--- config.mk ---
export PLATFORM = sky130hd
export DESIGN_NAME = civil_date_to_unix_seconds
export DESIGN_NICKNAME = d
export VERILOG_FILES = /design/src/rtl/cdu_pkg.sv /design/src/rtl/cdu_era_split.sv /design/src/rtl/cdu_day_count.sv /design/src/rtl/cdu_sec_scale.sv /design/src/rtl/civil_date_to_unix_seconds.sv
export SDC_FILE = /design/constraint.sdc
export NUM_CORES = 1
export LEC_CHECK = 0
export BUFFER_PORTS_ARGS = -buffer_cell sky130_fd_sc_hd__buf_4
export CORE_MARGIN = 5
export CORE_UTILIZATION = 40
export CTS_CLUSTER_DIAMETER = 200
export DETAILED_ROUTE_END_ITERATION = 10
export GPL_TIMING_DRIVEN = 0
export PLACE_DENSITY_LB_ADDON = 0.3
export RECOVER_POWER = 25
export SLEW_MARGIN = 0
export SYNTH_ARGS = -nofsm -noshare
export SYNTH_HDL_FRONTEND = slang
export SYNTH_SLANG_ARGS = --single-unit
--- constraint.sdc ---
create_clock -name clock -period 20.3 [get_ports clock]
set_clock_uncertainty 0.15 [all_clocks]
set_input_delay 4.06 -clock clock [delete_from_list [all_inputs] [get_ports clock]]
set_output_delay 4.06 -clock clock [all_outputs]
set_load 0.02 [all_outputs]
--- src/rtl/cdu_pkg.sv ---
package cdu_pkg;

   // calendar limits
   localparam logic [13:0] YEAR_MAX  = 14'd9999;
   localparam logic [3:0]  MONTH_JAN = 4'd1;
   localparam logic [3:0]  MONTH_FEB = 4'd2;
   localparam logic [3:0]  MONTH_MAR = 4'd3;
   localparam logic [3:0]  MONTH_DEC = 4'd12;
   // march-based month index of january is ten
   localparam logic [3:0]  MONTH_WRAP = 4'd9;

   // era split: y / 400 as (y * 5243) >> 21, exact for y below 10000
   localparam logic [13:0] YEARS_PER_ERA = 14'd400;
   localparam logic [12:0] ERA_RECIP     = 13'd5243;
   localparam int          ERA_SHIFT     = 21;
   localparam logic [8:0]  YOE_LAST      = 9'd399;

   localparam logic [18:0] DAYS_PER_YEAR = 19'd365;
   localparam logic [8:0]  CENT_1        = 9'd100;
   localparam logic [8:0]  CENT_2        = 9'd200;
   localparam logic [8:0]  CENT_3        = 9'd300;
   localparam logic [22:0] DAYS_PER_ERA  = 23'd146097;
   localparam logic [22:0] EPOCH_SHIFT   = 23'd719468;

   localparam logic [38:0] SECS_PER_DAY  = 39'd86400;
   localparam logic [16:0] SECS_PER_HOUR = 17'd3600;
   localparam logic [16:0] SECS_PER_MIN  = 17'd60;

   // per-stage load enables
   typedef struct packed {
      logic s1;
      logic s2;
      logic s3;
      logic s4;
      logic s5;
   } stage_en_type;

   // year split into era and year of era, plus day of year and time of day
   typedef struct packed {
      logic [5:0]  era;
      logic [8:0]  yoe;
      logic [9:0]  doy;
      logic [16:0] tod;
   } era_word_type;

   // day count and time of day
   typedef struct packed {
      logic [22:0] days;
      logic [16:0] tod;
   } day_word_type;

   // first day of each march-based month within the shifted year
   function automatic logic [8:0] month_start(input logic [3:0] mp);
      logic [8:0] res;
      case (mp)
         4'd0:    res = 9'd0;
         4'd1:    res = 9'd31;
         4'd2:    res = 9'd61;
         4'd3:    res = 9'd92;
         4'd4:    res = 9'd122;
         4'd5:    res = 9'd153;
         4'd6:    res = 9'd184;
         4'd7:    res = 9'd214;
         4'd8:    res = 9'd245;
         4'd9:    res = 9'd275;
         4'd10:   res = 9'd306;
         4'd11:   res = 9'd337;
         default: res = 9'd0;
      endcase
      return res;
   endfunction

endpackage

--- src/rtl/cdu_era_split.sv ---
module cdu_era_split (
   input  logic                 clock,
   input  cdu_pkg::stage_en_type en,
   input  logic [13:0]          year,
   input  logic [3:0]           month,
   input  logic [4:0]           day,
   input  logic [4:0]           hour,
   input  logic [5:0]           minute,
   input  logic [5:0]           second,
   output cdu_pkg::era_word_type era_word
);
   import cdu_pkg::*;

   logic [13:0] year_c;
   logic [3:0]  month_c;
   logic        early;
   logic [3:0]  mp;
   logic [26:0] era_prod;

   logic        neg_in, neg_ff;
   logic [13:0] yv_in, yv_ff;
   logic [4:0]  q_in, q_ff;
   logic [9:0]  doy_in, doy_ff;
   logic [16:0] tod_in, tod_ff;

   logic [13:0]  yoe_full;
   era_word_type era_in, era_ff;

   // stage 1: clamp, shift year to march, era quotient, day of year, time of day
   always_comb begin
      year_c  = (year > YEAR_MAX) ? YEAR_MAX : year;
      if (month < MONTH_JAN) begin
         month_c = MONTH_JAN;
      end else if (month > MONTH_DEC) begin
         month_c = MONTH_DEC;
      end else begin
         month_c = month;
      end
      early    = (month_c <= MONTH_FEB);
      neg_in   = early && (year_c == 14'd0);
      yv_in    = year_c - {13'd0, early};
      mp       = early ? (month_c + MONTH_WRAP) : (month_c - MONTH_MAR);
      era_prod = 27'(yv_in) * 27'(ERA_RECIP);
      q_in     = era_prod[ERA_SHIFT +: 5];
      doy_in   = 10'(month_start(mp)) + 10'(day) - 10'd1;
      tod_in   = 17'(hour) * SECS_PER_HOUR + 17'(minute) * SECS_PER_MIN + 17'(second);
   end

   always_ff @(posedge clock) begin
      if (en.s1) begin
         neg_ff <= neg_in;
         yv_ff  <= yv_in;
         q_ff   <= q_in;
         doy_ff <= doy_in;
         tod_ff <= tod_in;
      end
   end

   // stage 2: year of era; shifted year minus one falls in era minus one
   always_comb begin
      yoe_full = yv_ff - 14'(q_ff) * YEARS_PER_ERA;
      if (neg_ff) begin
         era_in.era = 6'h3F;
         era_in.yoe = YOE_LAST;
      end else begin
         era_in.era = {1'b0, q_ff};
         era_in.yoe = yoe_full[8:0];
      end
      era_in.doy = doy_ff;
      era_in.tod = tod_ff;
   end

   always_ff @(posedge clock) begin
      if (en.s2) begin
         era_ff <= era_in;
      end
   end

   assign era_word = era_ff;

endmodule

--- src/rtl/cdu_day_count.sv ---
module cdu_day_count (
   input  logic                  clock,
   input  cdu_pkg::stage_en_type en,
   input  cdu_pkg::era_word_type era_word,
   output cdu_pkg::day_word_type day_word
);
   import cdu_pkg::*;

   logic [1:0]  cent;
   logic [18:0] doe_in, doe_ff;
   logic [22:0] era_days_in, era_days_ff;
   logic [16:0] tod_ff;

   day_word_type day_in, day_ff;

   // stage 3: day of era and era base, in two's complement
   always_comb begin
      if (era_word.yoe >= CENT_3) begin
         cent = 2'd3;
      end else if (era_word.yoe >= CENT_2) begin
         cent = 2'd2;
      end else if (era_word.yoe >= CENT_1) begin
         cent = 2'd1;
      end else begin
         cent = 2'd0;
      end
      doe_in = 19'(era_word.yoe) * DAYS_PER_YEAR + 19'(era_word.yoe[8:2]) - 19'(cent)
             + {{9{era_word.doy[9]}}, era_word.doy};
      era_days_in = {{17{era_word.era[5]}}, era_word.era} * DAYS_PER_ERA;
   end

   always_ff @(posedge clock) begin
      if (en.s3) begin
         doe_ff      <= doe_in;
         era_days_ff <= era_days_in;
         tod_ff      <= era_word.tod;
      end
   end

   // stage 4: move origin to 1970-01-01
   always_comb begin
      day_in.days = era_days_ff + {{4{doe_ff[18]}}, doe_ff} - EPOCH_SHIFT;
      day_in.tod  = tod_ff;
   end

   always_ff @(posedge clock) begin
      if (en.s4) begin
         day_ff <= day_in;
      end
   end

   assign day_word = day_ff;

endmodule

--- src/rtl/cdu_sec_scale.sv ---
module cdu_sec_scale (
   input  logic                  clock,
   input  cdu_pkg::stage_en_type en,
   input  cdu_pkg::day_word_type day_word,
   output logic [22:0]           days,
   output logic [38:0]           secs
);
   import cdu_pkg::*;

   logic [22:0] days_ff;
   logic [38:0] secs_in, secs_ff;

   // stage 5: seconds from day count plus time of day
   always_comb begin
      secs_in = {{16{day_word.days[22]}}, day_word.days} * SECS_PER_DAY
              + 39'(day_word.tod);
   end

   always_ff @(posedge clock) begin
      if (en.s5) begin
         days_ff <= day_word.days;
         secs_ff <= secs_in;
      end
   end

   assign days = days_ff;
   assign secs = secs_ff;

endmodule

--- src/rtl/civil_date_to_unix_seconds.sv ---
// Calendar timestamp to Unix time converter.
// Input channel req_*: one word holds year, month, day, hour, minute, second.
// Result channel rsp_*: one word per input, in order, with the signed day
// count since 1970-01-01 and the signed Unix seconds.
// Both channels use valid/ready; a word moves when both are high.
// Each word passes through five register stages from input accept to
// rsp_valid (clamp and era quotient, year of era, day of era and era
// base, epoch offset, seconds multiply).
// Throughput: one word per cycle; each stage takes a new word whenever it
// is empty or its successor moves, so bubbles close up under stall.
// When the receiver holds rsp_ready low, the result stays on the outputs
// and the stages behind it keep filling; req_ready drops only once all
// five stages hold words.
// Reset clears all stage valid bits; no words are in flight afterwards.
// Out-of-range years saturate at 9999, months clamp to 1..12, and day,
// hour, minute and second add linearly without checks.
module civil_date_to_unix_seconds (
   input  logic               clock,
   input  logic               reset,
   input  logic               req_valid,
   output logic               req_ready,
   input  logic [13:0]        req_year,
   input  logic [3:0]         req_month,
   input  logic [4:0]         req_day,
   input  logic [4:0]         req_hour,
   input  logic [5:0]         req_minute,
   input  logic [5:0]         req_second,
   output logic               rsp_valid,
   input  logic               rsp_ready,
   output logic signed [22:0] rsp_days_since_epoch,
   output logic signed [38:0] rsp_unix_seconds
);
   import cdu_pkg::*;

   logic [4:0]   valid_ff, valid_in;
   stage_en_type en;
   era_word_type era_word;
   day_word_type day_word;
   logic [22:0]  days;
   logic [38:0]  secs;

   // stage load enables: a stage loads when empty or when its word moves on
   always_comb begin
      en.s5 = !valid_ff[4] || rsp_ready;
      en.s4 = !valid_ff[3] || en.s5;
      en.s3 = !valid_ff[2] || en.s4;
      en.s2 = !valid_ff[1] || en.s3;
      en.s1 = !valid_ff[0] || en.s2;
   end

   // valid bits travel with the data
   always_comb begin
      valid_in[0] = en.s1 ? req_valid   : valid_ff[0];
      valid_in[1] = en.s2 ? valid_ff[0] : valid_ff[1];
      valid_in[2] = en.s3 ? valid_ff[1] : valid_ff[2];
      valid_in[3] = en.s4 ? valid_ff[2] : valid_ff[3];
      valid_in[4] = en.s5 ? valid_ff[3] : valid_ff[4];
   end

   always_ff @(posedge clock) begin
      if (reset) begin
         valid_ff <= '0;
      end else begin
         valid_ff <= valid_in;
      end
   end

   cdu_era_split u_era_split (
      .clock    (clock),
      .en       (en),
      .year     (req_year),
      .month    (req_month),
      .day      (req_day),
      .hour     (req_hour),
      .minute   (req_minute),
      .second   (req_second),
      .era_word (era_word)
   );

   cdu_day_count u_day_count (
      .clock    (clock),
      .en       (en),
      .era_word (era_word),
      .day_word (day_word)
   );

   cdu_sec_scale u_sec_scale (
      .clock    (clock),
      .en       (en),
      .day_word (day_word),
      .days     (days),
      .secs     (secs)
   );

   assign req_ready            = en.s1;
   assign rsp_valid            = valid_ff[4];
   assign rsp_days_since_epoch = $signed(days);
   assign rsp_unix_seconds     = $signed(secs);

endmodule
==> results by group <==
Floorplan
  – Starting density of the core: 0.402
  – I/O pin count: 108
  – Core Footprint: 61400 sq um
  – Row count: 91
  – Die W: 258 um
  – Die Y: 258 um
  – Die area: 66700 sq um

Setup path
  – Crit path required time: 20.46 ns
  – CP arrival: 12.53 ns
  – Critical Path Slowest Stage Cell: xnor2_1
  – Crit end category: flip-flop
  – Largest stage delay, worst path: 0.74 ns
  – Kind of critical path: primary input to flip-flop
  – Crit-path most repeated cell: inv_1
  – CP max FO: 8
  – Worst Setup Start Kind: primary input

Min path
  – Worst hold path class: flip-flop to flip-flop

Placement
  – Pre-CTS setup slack: 7.26 ns
  – Port Buffer Count: 106
  – GP Congestion: 0.860
  – DPL Wire Length: 38800 um
  – Placed cells: 3193

Global route
  – Largest net degree at the start of global routing: 45
  – Initial antenna violation count: 0
  – Total GRT Usage: 0.139
  – Gr ovfl total: 0
  – Vias in the first global route: 16500
  – First-pass GRT wire length: 78900 um

STA
  – Final min period: 12.37 ns
  – Worst Setup Slack, final: 7.93 ns
  – Setup tns final: 0 ns
  – Final Hold Viols: 0
  – Least-Margin Pin Slew: 0.993 ns
  – Fin crit share: 0.609
  – Setup-failing EPs final: 0
  – FMAX: 80.9 MHz
  – Worst slew margin: 0.334
  – Pins over their slew limit: 0
  – RSZ-0062 raised after global routing: no

Clocking
  – CTS tree: done
  – Clock-pin slew on the worst setup and hold paths: 0.06 ns
  – CTS sink count: 250
  – Root Driver: clkbuf_16
  – H-tree levels: 1
  – Max clock buf depth: 3
  – Post_cts resized: 0
  – Clk Latency, worst-skew pair: 0.57 ns
  – Post-CTS Setup Bufs: 0
  – CTS Buf Count: 29
  – Hold_buf cts: 0

Synthesis
  – Syn_area_per_cell: 10.8 sq um
  – Library cells used by synthesis: 75
  – Cell with the most instances after synthesis: inv_1
  – Synthesized net count: 2988
  – Most instantiated cells after synthesis: 573 x inv_1, 436 x ha_1, 245 x edfxtp_1
  – Primary FF master, synth: edfxtp_1
  – FF+latch count, synth: 250
  – Top cells by area, synth: edfxtp_1 30%, ha_1 22%, fa_1 17%
  – Mapped Cells: 2293
  – Ys Warns: 0
  – Number of enable flip-flop cells after synthesis: 245
  – Synth Cell Area: 24700 sq um
  – Cell taking the most area after synthesis: edfxtp_1
  – Post-synthesis sequential area ratio: 0.303
  – Post-synth ARST share: 0
  – Synth top area share: 0.298

Final layout
  – Post-layout util: 0.448
  – Nets: 3129
  – Fillcell total: 5722
  – Share of cells above drive strength 1: 0.0863
  – Ant. Diodes: 0
  – Area Growth Syn to Fin: 11.6%
  – Finished Layout Cells: 3247

Drt
  – Via/cell ratio: 4.75
  – Drt pass-1 iters: 6
  – Antenna-violating nets left: 0
  – Number of DRC markers in iteration 0: 482
  – DR DRC count: 0
  – DR WL/cell: 14.0 um
  – Routed WL: 45300 um
  – DR vias: 15400

Run status
  – Status: completed

Run
  – Number of max-cap violations: 0
critical path: cells and delay by family:
kind / cells / cell delay, ns
buf+inv: 8 / 0.93
fa+ha+maj: 9 / 3.07
simple gates: 5 / 0.66
xor+xnor: 3 / 1.04
compound gates: 11 / 2.78
state kept, by name (all words and copies together) (netlist names), 10 cells and up:
name	count
u_day_count.day_word	40
u_day_count.doe_ff	19
u_day_count.era_days_ff	23
u_day_count.tod_ff	17
u_era_split.doy_ff	10
u_era_split.era_word	42
u_era_split.tod_ff	17
u_sec_scale.days	23
u_sec_scale.secs	39
layout by cell type, fill, tap and decap left out, types with 29 or more instances in the layout:
master       n
o21ai_0     45
ha_1       436
edfxtp_1   245
a21o_1      37
inv_1      571
clkbuf_16   29
a21oi_1    102
xnor2_1    149
nor2_1      84
buf_4      106
xor2_1      32
nand2_1     73
fa_1       215
area by class of cell:
| cell class | instances | area, sq um | share of cell area |
|---|---|---|---|
| plain buffers | 14 | 60.1 | 0.00218 |
| clock buffers | 31 | 733 | 0.0267 |
| clock inverters | 23 | 246 | 0.00896 |
| inverters | 574 | 2150 | 0.0783 |
| multi-input cells | 1455 | 15000 | 0.545 |
| flip-flops and latches | 250 | 7460 | 0.271 |
| well taps | 790 | 988 | 0.0359 |
| repair buffers | 110 | 876 | 0.0318 |
path summary, 6_finish.rpt:
kind	from	to	slack (ns)	depth (start not counted)
max	req_month[3]	u_era_split.q_ff[4]	7.93	36
min	u_era_split.doy_ff[5]	u_era_split.era_word[22]	0.27	0
max reg2reg	u_era_split.era_word[31]	u_day_count.doe_ff[18]	13.95	28
min reg2reg	u_era_split.doy_ff[5]	u_era_split.era_word[22]	0.27	0
routing by layer:
layer  vias up  share of wire  track usage
li1       7829              -            -
met1      7354           0.44        0.173
met2       164           0.52        0.262
met3        62          0.027       0.0139
met4         0          0.021       0.0317
met5         -              0            0
stage by stage:
stage          hold slack, ns  cell area, sq um
6_report                0.266             27500
5_1_grt                 0.269             27500
4_1_cts                 0.265             27500
3_5_place_dp            0.255             26500
3_3_place_gp            0.252             26400
2_1_floorplan           0.250             24700
logic make-up (layout without fill, tap and decap cells):
family / count (synthesis) / count (layout) / synth area share
buf+inv: 588 / 752 / 0.0898
fa+ha+maj: 651 / 651 / 0.396
flops: 250 / 250 / 0.303
xor+xnor: 182 / 182 / 0.0650
compound gates: 299 / 299 / 0.0797
mux: 4 / 4 / 0.00173
simple gates: 319 / 319 / 0.0653
Power is not shown: default switching activity piles up to over one toggle a cycle in this logic, so the estimate is an artifact.
